`src/rtl/core/sbda_pkg.sv`:
```
// shared types and constants for the signed binary to decimal ascii converter
// no dependencies
`timescale 1ns / 1ps

package sbda_pkg;

   // width of the number port and of one text character
   localparam int NUMBER_W = 64;
   localparam int CHAR_W   = 8;

   // width of the value that is converted (8..64)
   localparam int VALUE_BITS = 64;

   // bcd digits that hold any magnitude up to 2^(VALUE_BITS-1)
   localparam int BCD_DIGITS = (VALUE_BITS * 3) / 10 + 1;
   localparam int BCD_W      = BCD_DIGITS * 4;

   // counter widths
   localparam int CNT_W  = $clog2(VALUE_BITS);
   localparam int DCNT_W = $clog2(BCD_DIGITS + 1);

   // ascii codes
   localparam logic [CHAR_W-1:0] ASCII_ZERO  = 8'h30;
   localparam logic [CHAR_W-1:0] ASCII_MINUS = 8'h2D;

   typedef enum logic [2:0] {
      ST_IDLE,
      ST_CONVERT,
      ST_SIGN,
      ST_SKIP,
      ST_DIGIT
   } state_type;

endpackage

```
`src/rtl/core/signed_binary_to_decimal_ascii.sv`:
```
// signed binary to decimal ascii converter, bit-serial double dabble core
// depends on sbda_pkg
//
//   channel  direction  ports                               content
//   req      in         req_valid req_stall req_number      one signed value
//   rsp      out        rsp_valid rsp_stall rsp_text_char   one ascii character
//                       rsp_last_char                       last flag on final char
//
// a word is loaded, then shifted through the double dabble loop one magnitude bit per
// cycle; a negative word then sends the minus sign, and each bcd digit position is then
// skipped or sent, the skip state handing over to the digit state at the first sent digit.
// one word is in flight at a time; req_stall is high from load until the last char
// is taken. reset is synchronous and returns the control to idle.
// rsp_stall holds the current character in place.
`timescale 1ns / 1ps

module signed_binary_to_decimal_ascii (
   input  logic                                clock,
   input  logic                                reset,
   input  logic                                req_valid,
   output logic                                req_stall,
   input  logic signed [sbda_pkg::NUMBER_W-1:0] req_number,
   output logic                                rsp_valid,
   input  logic                                rsp_stall,
   output logic [sbda_pkg::CHAR_W-1:0]         rsp_text_char,
   output logic                                rsp_last_char
);
   import sbda_pkg::*;

   localparam logic [CNT_W-1:0]  CNT_MAX = CNT_W'(VALUE_BITS - 1);
   localparam logic [DCNT_W-1:0] DCNT_ONE = DCNT_W'(1);
   localparam logic [DCNT_W-1:0] DCNT_ALL = DCNT_W'(BCD_DIGITS);

   state_type               state_ff, state_in;
   logic [VALUE_BITS-1:0]   mag_ff, mag_in;
   logic                    neg_ff, neg_in;
   logic [BCD_W-1:0]        bcd_ff, bcd_in;
   logic [CNT_W-1:0]        bit_cnt_ff, bit_cnt_in;
   logic [DCNT_W-1:0]       dig_cnt_ff, dig_cnt_in;

   logic [VALUE_BITS-1:0]   raw;
   logic                    raw_neg;
   logic [VALUE_BITS-1:0]   raw_mag;
   logic [BCD_W-1:0]        bcd_adj;
   logic [3:0]              top_digit;
   logic                    skip_zero;

   // magnitude of the incoming word, most negative value included
   assign raw     = req_number[VALUE_BITS-1:0];
   assign raw_neg = raw[VALUE_BITS-1];
   assign raw_mag = raw_neg ? (~raw) + VALUE_BITS'(1) : raw;

   // add 3 to every bcd digit of 5 or more before the shift
   always_comb begin
      for (int i = 0; i < BCD_DIGITS; i++) begin
         if (bcd_ff[i*4 +: 4] >= 4'd5) begin
            bcd_adj[i*4 +: 4] = bcd_ff[i*4 +: 4] + 4'd3;
         end else begin
            bcd_adj[i*4 +: 4] = bcd_ff[i*4 +: 4];
         end
      end
   end

   assign top_digit = bcd_ff[BCD_W-1 -: 4];
   assign skip_zero = (top_digit == 4'd0) && (dig_cnt_ff != DCNT_ONE);

   // next state
   always_comb begin
      state_in = state_ff;
      case (state_ff)
         ST_IDLE: begin
            if (req_valid) state_in = ST_CONVERT;
         end
         ST_CONVERT: begin
            if (bit_cnt_ff == '0) state_in = neg_ff ? ST_SIGN : ST_SKIP;
         end
         ST_SIGN: begin
            if (!rsp_stall) state_in = ST_SKIP;
         end
         ST_SKIP: begin
            if (!skip_zero) state_in = ST_DIGIT;
         end
         ST_DIGIT: begin
            if (!rsp_stall && dig_cnt_ff == DCNT_ONE) state_in = ST_IDLE;
         end
         default: state_in = ST_IDLE;
      endcase
   end

   // handshake and character outputs
   always_comb begin
      req_stall     = (state_ff != ST_IDLE);
      rsp_valid     = (state_ff == ST_SIGN) || (state_ff == ST_DIGIT);
      rsp_text_char = ASCII_ZERO | {4'd0, top_digit};
      rsp_last_char = 1'b0;
      case (state_ff)
         ST_SIGN: begin
            rsp_text_char = ASCII_MINUS;
         end
         ST_DIGIT: begin
            rsp_last_char = (dig_cnt_ff == DCNT_ONE);
         end
         default: begin
            rsp_last_char = 1'b0;
         end
      endcase
   end

   // datapath next values
   always_comb begin
      mag_in     = mag_ff;
      neg_in     = neg_ff;
      bcd_in     = bcd_ff;
      bit_cnt_in = bit_cnt_ff;
      dig_cnt_in = dig_cnt_ff;
      case (state_ff)
         ST_IDLE: begin
            if (req_valid) begin
               mag_in     = raw_mag;
               neg_in     = raw_neg;
               bcd_in     = '0;
               bit_cnt_in = CNT_MAX;
               dig_cnt_in = DCNT_ALL;
            end
         end
         ST_CONVERT: begin
            bcd_in     = {bcd_adj[BCD_W-2:0], mag_ff[VALUE_BITS-1]};
            mag_in     = {mag_ff[VALUE_BITS-2:0], 1'b0};
            bit_cnt_in = bit_cnt_ff - CNT_W'(1);
         end
         ST_SKIP: begin
            if (skip_zero) begin
               bcd_in     = {bcd_ff[BCD_W-5:0], 4'd0};
               dig_cnt_in = dig_cnt_ff - DCNT_ONE;
            end
         end
         ST_DIGIT: begin
            if (!rsp_stall) begin
               bcd_in     = {bcd_ff[BCD_W-5:0], 4'd0};
               dig_cnt_in = dig_cnt_ff - DCNT_ONE;
            end
         end
         default: begin
            bcd_in = bcd_ff;
         end
      endcase
   end

   // control state
   always_ff @(posedge clock) begin
      if (reset) begin
         state_ff <= ST_IDLE;
      end else begin
         state_ff <= state_in;
      end
   end

   // datapath registers
   always_ff @(posedge clock) begin
      mag_ff     <= mag_in;
      neg_ff     <= neg_in;
      bcd_ff     <= bcd_in;
      bit_cnt_ff <= bit_cnt_in;
      dig_cnt_ff <= dig_cnt_in;
   end

   // an accepted word always starts the shift loop
   a_accept_converts: assert property (@(posedge clock) disable iff (reset)
      req_valid && !req_stall |=> state_ff == ST_CONVERT)
      else $error("accepted word did not start conversion");

   // a minus sign is only sent for a negative word
   a_sign_negative: assert property (@(posedge clock) disable iff (reset)
      state_ff == ST_SIGN |-> neg_ff)
      else $error("minus sign for a non-negative word");

   // the digit counter never runs out while digits are sent
   a_digit_count: assert property (@(posedge clock) disable iff (reset)
      state_ff == ST_DIGIT |-> dig_cnt_ff != '0)
      else $error("digit counter underflow");

   // no new word is taken while characters are still going out
   a_no_overlap: assert property (@(posedge clock) disable iff (reset)
      rsp_valid |-> req_stall)
      else $error("input taken while output busy");

endmodule
```
`config.mk`:
```
export PLATFORM = sky130hd
export DESIGN_NAME = signed_binary_to_decimal_ascii
export DESIGN_NICKNAME = d
export VERILOG_FILES = /design/src/rtl/core/sbda_pkg.sv /design/src/rtl/core/signed_binary_to_decimal_ascii.sv
export SDC_FILE = /design/constraint.sdc
export NUM_CORES = 1
export LEC_CHECK = 0
export BUFFER_PORTS_ARGS = -buffer_cell sky130_fd_sc_hd__buf_4
export CAP_MARGIN = 10
export CORE_ASPECT_RATIO = 1.2
export CORE_MARGIN = 4
export CORE_UTILIZATION = 61
export CTS_CLUSTER_DIAMETER = 100
export DETAILED_ROUTE_END_ITERATION = 8
export HOLD_SLACK_MARGIN = 0.08
export PLACE_DENSITY = 0.81
export REMOVE_ABC_BUFFERS = 1
export SYNTH_ARGS = -nofsm -noshare
export SYNTH_HDL_FRONTEND = slang
export SYNTH_SLANG_ARGS = --single-unit
```
`constraint.sdc`:
```
create_clock -name clock -period 10.1 [get_ports clock]
set_input_delay 2.02 -clock clock [delete_from_list [all_inputs] [get_ports clock]]
set_output_delay 2.02 -clock clock [all_outputs]
set_load 0.05 [all_outputs]
```
==> report_table.html, run 1 <==
<table>
<tr><th>Metric</th><th>Value</th></tr>
<tr><th colspan="2">GRT</th></tr>
<tr><td>Initial antenna violation count</td><td>0</td></tr>
<tr><td>Number of global-route vias before repair</td><td>7154</td></tr>
<tr><td>Gr usage total</td><td>between 20% and 30%</td></tr>
<tr><td>First-pass GRT wire length</td><td>between 30000 and 40000 microns</td></tr>
<tr><td>Global route total overflow</td><td>0</td></tr>
<tr><td>Largest net degree at the start of global routing</td><td>97</td></tr>
<tr><th colspan="2">Final layout</th></tr>
<tr><td>Share of layout cells above drive strength 1</td><td>13.50%</td></tr>
<tr><td>Antenna cell count</td><td>0</td></tr>
<tr><td>Total number of nets in the final design</td><td>1159</td></tr>
<tr><td>Most common library cell in the layout ignoring fill and taps</td><td>edfxtp_1</td></tr>
<tr><td>Leading cell types in the layout, fill and taps excluded</td><td>156 x edfxtp_1, 115 x o21ai_0, 111 x nand2_1</td></tr>
<tr><td>Layout overhead on the synthesized area</td><td>12.66%</td></tr>
<tr><th colspan="2">Clock network</th></tr>
<tr><td>Sinks on the clock net</td><td>159</td></tr>
<tr><td>Number of CTS-inserted buffers</td><td>17</td></tr>
<tr><td>Clock-pin slew on the worst setup and hold paths</td><td>roughly 0.07 ns</td></tr>
<tr><td>Total setup buffers inserted after CTS</td><td>0</td></tr>
<tr><td>Number of levels the H-tree was split into</td><td>4</td></tr>
<tr><td>Later-pin clock latency in the skew report</td><td>approximately 0.43 ns</td></tr>
<tr><td>Post-CTS resize count</td><td>0</td></tr>
<tr><td>Deepest clock path buffer count</td><td>2</td></tr>
<tr><td>Hold buffers post-CTS</td><td>0</td></tr>
<tr><td>CTS tree</td><td>done</td></tr>
<tr><td>Root Buffer Master</td><td>clkbuf_16</td></tr>
<tr><th colspan="2">Pwr</th></tr>
<tr><td>Power density normalized to cell area</td><td>roughly 260 mW/mm^2</td></tr>
<tr><td>Maximum resistive drop on vdd</td><td>~0.16 mV</td></tr>
<tr><td>Leakage</td><td>about 4.1 nW</td></tr>
<tr><th colspan="2">Timing</th></tr>
<tr><td>Final setup slack of the worst path</td><td>5.813 ns</td></tr>
<tr><td>Unrepaired setup endpoints after global routing</td><td>no</td></tr>
<tr><td>Final-report max-slew violation count</td><td>0</td></tr>
<tr><td>Hold Violations, Final</td><td>0</td></tr>
<tr><td>Worst-case headroom to the max-slew limit</td><td>between 20 and 30%</td></tr>
<tr><td>Slew at the pin closest to its max-slew limit</td><td>about 1.1 ns</td></tr>
<tr><td>Share of the clock period used by the worst path after layout</td><td>between 40 and 50%</td></tr>
<tr><td>Period minus WS final</td><td>approximately 4.3 ns</td></tr>
<tr><td>Top achievable clock speed</td><td>233.3 MHz</td></tr>
<tr><td>Count of final setup violators</td><td>0</td></tr>
<tr><td>Post-route setup TNS</td><td>0 ns</td></tr>
<tr><td>Setup clock skew after layout</td><td>0.009765 ns</td></tr>
<tr><th colspan="2">Critical path</th></tr>
<tr><td>Signal arrival time at the worst endpoint</td><td>between 4 and 5 ns</td></tr>
<tr><td>Worst path max stage delay</td><td>roughly 0.70 ns</td></tr>
<tr><td>WP data required</td><td>just over 10 ns</td></tr>
<tr><td>CP max stage cell</td><td>or4_1</td></tr>
<tr><td>FF-to-FF path depth</td><td>6</td></tr>
<tr><td>Highest net fanout along the worst path</td><td>12</td></tr>
<tr><td>Cell chain of the critical path</td><td>buf_4 -&gt; or4_1 -&gt; nor4_4 -&gt; nand4_2 -&gt; o41ai_1 -&gt; xor2_1 -&gt; a21oi_1</td></tr>
<tr><td>Crit Reg-Reg Startpoint</td><td>dig_cnt_ff[0]</td></tr>
<tr><td>Type of element capturing the critical path</td><td>register</td></tr>
<tr><td>Type of the worst setup path</td><td>in2reg</td></tr>
<tr><td>Worst reg2reg setup slack</td><td>7.01 ns</td></tr>
<tr><td>Kind of start point of the critical path</td><td>input pin</td></tr>
<tr><td>Worst setup startpoint</td><td>req_number[6]</td></tr>
<tr><td>Worst R2R End</td><td>bcd_ff[30]</td></tr>
<tr><th colspan="2">Floorplanning</th></tr>
<tr><td>Die Height</td><td>~150 microns</td></tr>
<tr><td>Die area</td><td>approximately 0.018 sq mm</td></tr>
<tr><td>Std cell rows</td><td>50</td></tr>
<tr><td>Core Region</td><td>between 0.015 and 0.02 sq mm</td></tr>
<tr><td>Width of the chip</td><td>124.4 microns</td></tr>
<tr><td>Top Ports</td><td>between 70 and 80</td></tr>
<tr><td>Effective utilization at floorplan</td><td>between 60 and 70%</td></tr>
<tr><th colspan="2">Yosys</th></tr>
<tr><td>Combined area of all synthesized cells</td><td>0.009921 sq mm</td></tr>
<tr><td>Synthesis-stage register bit count</td><td>159</td></tr>
<tr><td>Flip-flop cell with the highest count after synthesis</td><td>edfxtp_1</td></tr>
<tr><td>Share of synthesized registers carrying an async set or reset</td><td>0%</td></tr>
<tr><td>Number of distinct library cell variants in the gate-level netlist after synthesis</td><td>56</td></tr>
<tr><td>Synthesized instance count</td><td>995</td></tr>
<tr><td>Warning count from the yosys run</td><td>0</td></tr>
<tr><td>Per-instance average area after synthesis</td><td>~10 sq um</td></tr>
<tr><td>Share of the yosys chip area belonging to registers</td><td>between 40% and 50%</td></tr>
<tr><td>Count of flip-flops with a built-in enable after synthesis</td><td>156</td></tr>
<tr><th colspan="2">Detailed routing</th></tr>
<tr><td>Antenna-violating nets left</td><td>0</td></tr>
<tr><td>Post-DR wirelength/cell</td><td>between 15 and 20 microns</td></tr>
<tr><td>DRC Markers</td><td>0</td></tr>
<tr><td>Length of the first detailed-routing pass in iterations</td><td>5</td></tr>
<tr><td>DRT Wirelength</td><td>19030 microns</td></tr>
<tr><td>Via/cell ratio</td><td>5.806</td></tr>
<tr><td>Total vias in the final route</td><td>7356</td></tr>
<tr><td>DRC violation total after the first TritonRoute iteration</td><td>563</td></tr>
<tr><th colspan="2">Place</th></tr>
<tr><td>Post-detail-place hpwl</td><td>12570 microns</td></tr>
<tr><td>Gpl congestion</td><td>0.8046</td></tr>
<tr><td>Worst-case setup slack after placement</td><td>around 5.4 ns</td></tr>
<tr><td>I/O Buffers</td><td>between 70 and 80</td></tr>
<tr><th colspan="2">Outcome</th></tr>
<tr><td>Result of the run</td><td>complete, no violations</td></tr>
<tr><th colspan="2">Hold path</th></tr>
<tr><td>Start point of the worst min-delay path</td><td>mag_ff[9]</td></tr>
<tr><td>Instance count along the most critical hold path</td><td>2</td></tr>
<tr><td>Hold crit path type</td><td>reg2reg</td></tr>
<tr><td>Endpoint with the worst hold slack</td><td>mag_ff[10]</td></tr>
<tr><th colspan="2">Flow run</th></tr>
<tr><td>Max-cap violation count</td><td>0</td></tr>
</table>
[stage by stage]
stage,instances,instance area (sq um),hold slack [ns],utilization (%),power [mW]
after floorplan,947,9718,0.4946,-,2.066
after global placement,1235,10630,0.5012,67.41,2.272
after detailed placement,1235,10630,0.5098,67.41,2.321
after CTS,1267,11180,0.5256,70.90,2.931
after global routing,1267,11180,0.5401,70.90,3.152
final,1267,11180,0.5266,70.90,2.922
[how the worst max path moves through the flow]
stage	to	slack, ns	cells past startpoint
6_report	mag_ff[43]	5.81	7
3_3_place_gp	mag_ff[43]	5.42	7
5_1_grt	mag_ff[43]	5.64	7
4_1_cts	mag_ff[43]	5.82	7
2_1_floorplan	bcd_ff[0]	1.27	2
3_5_place_dp	mag_ff[43]	5.36	7
[power breakdown]
part	switching, mW	total [mW]	leakage, nW	internal, mW
registers	0.186	1.27	1.60	1.08
clock network	0.282	0.604	0.273	0.322
logic	0.643	1.05	2.22	0.406
[cells by family after synthesis]
group | share of synthesized area, %
other | 0.07570
buffers and inverters | 3.897
AND/OR/NAND/NOR | 15.53
flip-flops | 47.82
adder cells (fa/ha/maj) | 5.675
multiplexers | 0.2144
XOR/XNOR | 9.182
AO/OA/AOI/OAI | 17.61
[layer usage]
layer | GRT usage, % | part of all wire, % | up-vias
li1 | - | - | 3707
met1 | 28.67 | 45 | 3476
met2 | 35.71 | 49 | 155
met3 | 3.939 | 4.4 | 18
met4 | 5.099 | 1.1 | 0
met5 | 0 | 0 | -
[flip-flops by register name, indices dropped and copies added, names as in the netlist]
name and flops:
bit_cnt_ff 6, state_ff 3, bcd_ff 80, neg_ff 1
dig_cnt_ff 5, mag_ff 64
[cell usage after synthesis, drive strengths merged (2+ instances only)]
master | n | area (sq um)
edfxtp | 156 | 4684
o21ai | 124 | 620.6
nand2 | 111 | 416.7
a21oi | 87 | 435.4
xor2 | 77 | 674.4
nor2 | 67 | 251.5
inv | 48 | 180.2
ha | 45 | 563.0
clkbuf | 41 | 153.9
o31ai | 29 | 270.3
nand2b | 28 | 182.7
xnor2 | 27 | 236.5
nor3b | 23 | 172.7
o22ai | 21 | 131.4
o32ai | 16 | 140.1
or4 | 15 | 120.1
nor3 | 10 | 55.05
or3 | 9 | 56.30
buf | 8 | 52.55
o41ai | 8 | 100.1
nor4 | 5 | 76.32
or2 | 5 | 31.29
nand3 | 4 | 20.02
nand4 | 4 | 46.29
nor4b | 4 | 35.03
dfxtp | 3 | 60.06
and2 | 2 | 12.51
conb | 2 | 7.510
nor2b | 2 | 12.51
or3b | 2 | 17.52
or4b | 2 | 20.02
[area by class of cell]
class / count / area [sq um]
multi-input cells: 740 / 4842
flip-flops and latches: 159 / 4745
fillers: 1166 / 4588
repair buffers: 80 / 600.6
clock buffers: 17 / 425.4
well taps: 208 / 260.3
inverters: 48 / 180.2
clock inverters: 15 / 123.9
[worst max-delay path, delay by kind of cell]
family,cells,cell delay [ns]
simple gates,3,1.60
buf+inv,1,0.12
xor+xnor,1,0.17
compound gates,2,0.51
(Power assumes the default switching activity.)
==> run 2: changes to the inputs <==
==> constraint.sdc (replaced) <==
create_clock -name clock -period 4.45 [get_ports clock]
set_input_delay 0.89 -clock clock [delete_from_list [all_inputs] [get_ports clock]]
set_output_delay 0.89 -clock clock [all_outputs]
set_load 0.05 [all_outputs]
==> run 2 against run 1 <==
Against the previous run:
- worst setup slack got worse by 4.6 ns
- die area stayed put
- wire length rose by 1.7%
- first-iteration DRC count rose by 9.8%
- highest routed layer unchanged
==> report_table.html, run 2 (same netlist as run 1, synthesis figures left out) <==
<table>
<tr><th>Metric</th><th>Value</th></tr>
<tr><th colspan="2">Critical path</th></tr>
<tr><td>Signal arrival time at the worst endpoint</td><td>3.32 ns (-1.10 ns)</td></tr>
<tr><td>Worst setup startpoint</td><td>req_number[6]</td></tr>
<tr><td>Type of element capturing the critical path</td><td>register</td></tr>
<tr><td>WP data required</td><td>4.57 ns (-5.67 ns)</td></tr>
<tr><td>Type of the worst setup path</td><td>in2reg</td></tr>
<tr><td>FF-to-FF path depth</td><td>5 (-1)</td></tr>
<tr><td>Crit Reg-Reg Startpoint</td><td>state_ff[2]</td></tr>
<tr><td>Kind of start point of the critical path</td><td>input pin</td></tr>
<tr><td>Worst R2R End</td><td>bcd_ff[8]</td></tr>
<tr><td>Cell depth of the worst setup path</td><td>7 (unchanged)</td></tr>
<tr><td>Crit-path leading delay family</td><td>simple AND/OR/NAND/NOR gates</td></tr>
<tr><td>Bufs and invs on worst path</td><td>1 (unchanged)</td></tr>
<tr><td>Critical path endpoint</td><td>mag_ff[55]</td></tr>
<tr><td>CP max stage cell</td><td>or4_1</td></tr>
<tr><td>Cell chain of the critical path</td><td>buf_4 -&gt; or4_1 -&gt; nor4_4 -&gt; nand4_2 -&gt; o21ai_0 -&gt; xor2_1 -&gt; o21ai_0</td></tr>
<tr><td>Highest net fanout along the worst path</td><td>12 (unchanged)</td></tr>
<tr><td>Worst reg2reg setup slack</td><td>1.62 ns (-5.39 ns)</td></tr>
<tr><td>Top cell by count, worst path</td><td>o21ai_0</td></tr>
<tr><td>Worst path max stage delay</td><td>0.70 ns (about the same)</td></tr>
<tr><th colspan="2">Final layout</th></tr>
<tr><td>Fill cell instance count of the final layout</td><td>1183 (+1.5%)</td></tr>
<tr><td>Biggest regs</td><td>bcd_ff x80, mag_ff x64, bit_cnt_ff x6</td></tr>
<tr><td>Share of layout cells above drive strength 1</td><td>12.49% (-1.0 points)</td></tr>
<tr><td>Total number of nets in the final design</td><td>1159 (unchanged)</td></tr>
<tr><td>Layout overhead on the synthesized area</td><td>12.66% (unchanged)</td></tr>
<tr><td>Largest register by flop count</td><td>bcd_ff</td></tr>
<tr><td>Final design utilization</td><td>70.90% (unchanged)</td></tr>
<tr><td>Antenna cell count</td><td>0 (unchanged)</td></tr>
<tr><td>Flip-flop count of the largest register after layout</td><td>80 (unchanged)</td></tr>
<tr><td>Most common library cell in the layout ignoring fill and taps</td><td>edfxtp_1</td></tr>
<tr><td>Leading cell types in the layout, fill and taps excluded</td><td>156 x edfxtp_1, 115 x o21ai_0, 111 x nand2_1</td></tr>
<tr><th colspan="2">Detailed routing</th></tr>
<tr><td>Post-DR wirelength/cell</td><td>15.30 microns (+1.9%)</td></tr>
<tr><td>DRT Wirelength</td><td>19360 microns (+1.7%)</td></tr>
<tr><td>Via/cell ratio</td><td>5.890 (+1.5%)</td></tr>
<tr><td>Total vias in the final route</td><td>7451 (+1.3%)</td></tr>
<tr><td>Length of the first detailed-routing pass in iterations</td><td>5 (unchanged)</td></tr>
<tr><td>DRC Markers</td><td>0 (unchanged)</td></tr>
<tr><td>DRC violation total after the first TritonRoute iteration</td><td>618 (+9.8%)</td></tr>
<tr><td>Antenna-violating nets left</td><td>0 (unchanged)</td></tr>
<tr><th colspan="2">Floorplanning</th></tr>
<tr><td>Width of the chip</td><td>124.4 microns (unchanged)</td></tr>
<tr><td>Effective utilization at floorplan</td><td>62.93% (unchanged)</td></tr>
<tr><td>Core Region</td><td>0.01577 sq mm (unchanged)</td></tr>
<tr><td>Std cell rows</td><td>50 (unchanged)</td></tr>
<tr><td>Top Ports</td><td>79 (unchanged)</td></tr>
<tr><td>Die Height</td><td>147.7 microns (unchanged)</td></tr>
<tr><td>Die area</td><td>0.01838 sq mm (unchanged)</td></tr>
<tr><th colspan="2">Outcome</th></tr>
<tr><td>Result of the run</td><td>complete, no violations</td></tr>
<tr><th colspan="2">Place</th></tr>
<tr><td>Post-detail-place hpwl</td><td>12900 microns (+2.7%)</td></tr>
<tr><td>Worst-case setup slack after placement</td><td>0.7995 ns (-4.563 ns)</td></tr>
<tr><td>I/O Buffers</td><td>75 (unchanged)</td></tr>
<tr><td>Gpl congestion</td><td>0.8280 (+2.9%)</td></tr>
<tr><th colspan="2">GRT</th></tr>
<tr><td>Global route total overflow</td><td>0 (unchanged)</td></tr>
<tr><td>Number of global-route vias before repair</td><td>7288 (+1.9%)</td></tr>
<tr><td>Gr usage total</td><td>21.38% (+0.18 points)</td></tr>
<tr><td>First-pass GRT wire length</td><td>33250 microns (+0.29%)</td></tr>
<tr><td>Largest net degree at the start of global routing</td><td>97 (unchanged)</td></tr>
<tr><td>Initial antenna violation count</td><td>0 (unchanged)</td></tr>
<tr><th colspan="2">Clock network</th></tr>
<tr><td>Total setup buffers inserted after CTS</td><td>0 (unchanged)</td></tr>
<tr><td>Post-CTS resize count</td><td>0 (unchanged)</td></tr>
<tr><td>Hold buffers post-CTS</td><td>0 (unchanged)</td></tr>
<tr><td>Root Buffer Master</td><td>clkbuf_16</td></tr>
<tr><td>Number of CTS-inserted buffers</td><td>17 (unchanged)</td></tr>
<tr><td>Later-pin clock latency in the skew report</td><td>0.42 ns (about the same)</td></tr>
<tr><td>Sinks on the clock net</td><td>159 (unchanged)</td></tr>
<tr><td>Number of levels the H-tree was split into</td><td>4 (unchanged)</td></tr>
<tr><td>Deepest clock path buffer count</td><td>2 (unchanged)</td></tr>
<tr><td>CTS tree</td><td>done</td></tr>
<tr><td>Clock-pin slew on the worst setup and hold paths</td><td>0.06 ns (about the same)</td></tr>
<tr><th colspan="2">Timing</th></tr>
<tr><td>Worst-case headroom to the max-slew limit</td><td>28.17% (-1.1 points)</td></tr>
<tr><td>Period minus WS final</td><td>3.197 ns</td></tr>
<tr><td>Final-report max-slew violation count</td><td>0 (unchanged)</td></tr>
<tr><td>Top achievable clock speed</td><td>312.8 MHz</td></tr>
<tr><td>Share of the clock period used by the worst path after layout</td><td>71.84%</td></tr>
<tr><td>Setup clock skew after layout</td><td>0.008589 ns (-0.001177 ns)</td></tr>
<tr><td>Hold Violations, Final</td><td>0 (unchanged)</td></tr>
<tr><td>Final setup slack of the worst path</td><td>1.253 ns (-4.560 ns)</td></tr>
<tr><td>Count of final setup violators</td><td>0 (unchanged)</td></tr>
<tr><td>Slew at the pin closest to its max-slew limit</td><td>1.075 ns (+0.01610 ns)</td></tr>
<tr><td>Unrepaired setup endpoints after global routing</td><td>no</td></tr>
<tr><th colspan="2">Pwr</th></tr>
<tr><td>Power density normalized to cell area</td><td>593.6 mW/mm^2 (+130%)</td></tr>
<tr><td>Leakage</td><td>4.080 nW (-0.24%)</td></tr>
<tr><td>Maximum resistive drop on vdd</td><td>0.3334 mV (+100%)</td></tr>
<tr><th colspan="2">Hold path</th></tr>
<tr><td>Hold crit path type</td><td>reg2reg</td></tr>
<tr><th colspan="2">Flow run</th></tr>
<tr><td>Max-cap violation count</td><td>0 (unchanged)</td></tr>
</table>
run 2: cell types whose count changed in the layout (fill, tap and decap cells not counted), moves of 2 or more:
cell and delta:
bufinv_16 +2, inv_8 -2, clkbuf_1 +5, clkinv_1 +4, clkinv_2 -3, inv_6 -6
run 2: where the power goes:
part / switching [mW] / internal (mW) / leakage (nW)
Clock: 0.554 / 0.813 / 0.258
Sequential: 0.425 / 2.45 / 1.60
Combinational: 1.46 / 0.930 / 2.22
run 2: metrics by stage:
stage | setup TNS (ns) | power [mW] | std cells | hold slack (ns) | instance area, sq um
2_1_floorplan | -486.46 | 4.689 | 947 | 0.4946 | 9718
4_1_cts | 0 | 6.658 | 1265 | 0.5276 | 11180
3_5_place_dp | 0 | 5.278 | 1235 | 0.5044 | 10640
3_3_place_gp | 0 | 5.162 | 1235 | 0.4988 | 10640
6_report | 0 | 6.634 | 1265 | 0.5270 | 11180
5_1_grt | 0 | 7.127 | 1265 | 0.5436 | 11180
run 2: worst register-to-register path: stages (launching register included):
cell and delay (ns):
dfxtp_1 0.75, or3b_4 0.68, buf_4 0.68, nor3b_1 0.13, o21ai_0 0.20, o31ai_1 0.11
run 2: worst min path at each step:
stage               start  depth (start not counted)         end  slack (ns)
2_1_floorplan  mag_ff[62]                          2  mag_ff[63]        0.49
3_3_place_gp   mag_ff[63]                          1   bcd_ff[0]        0.50
3_5_place_dp   mag_ff[62]                          2  mag_ff[63]        0.50
4_1_cts        mag_ff[22]                          2  mag_ff[23]        0.53
5_1_grt        mag_ff[22]                          2  mag_ff[23]        0.54
6_report       mag_ff[22]                          2  mag_ff[23]        0.53
run 2: layer usage:
| layer | wire length [microns] | vias to the layer above | global-route usage, % |
|---|---|---|---|
| li1 | - | 3705 | - |
| met1 | 8439 | 3543 | 27.48 |
| met2 | 9756 | 178 | 36.72 |
| met3 | 884 | 25 | 3.686 |
| met4 | 276 | 0 | 7.456 |
| met5 | 0 | - | 0 |
run 2: cell type report:
cell class	count	area, sq um	share of cell area [%]
clock buffers	22	444.2	3.974
inverters	48	180.2	1.612
flip-flops and latches	159	4745	42.45
clock inverters	8	92.59	0.8284
repair buffers	80	613.1	5.485
well taps	208	260.3	2.328
multi-input cells	740	4842	43.32
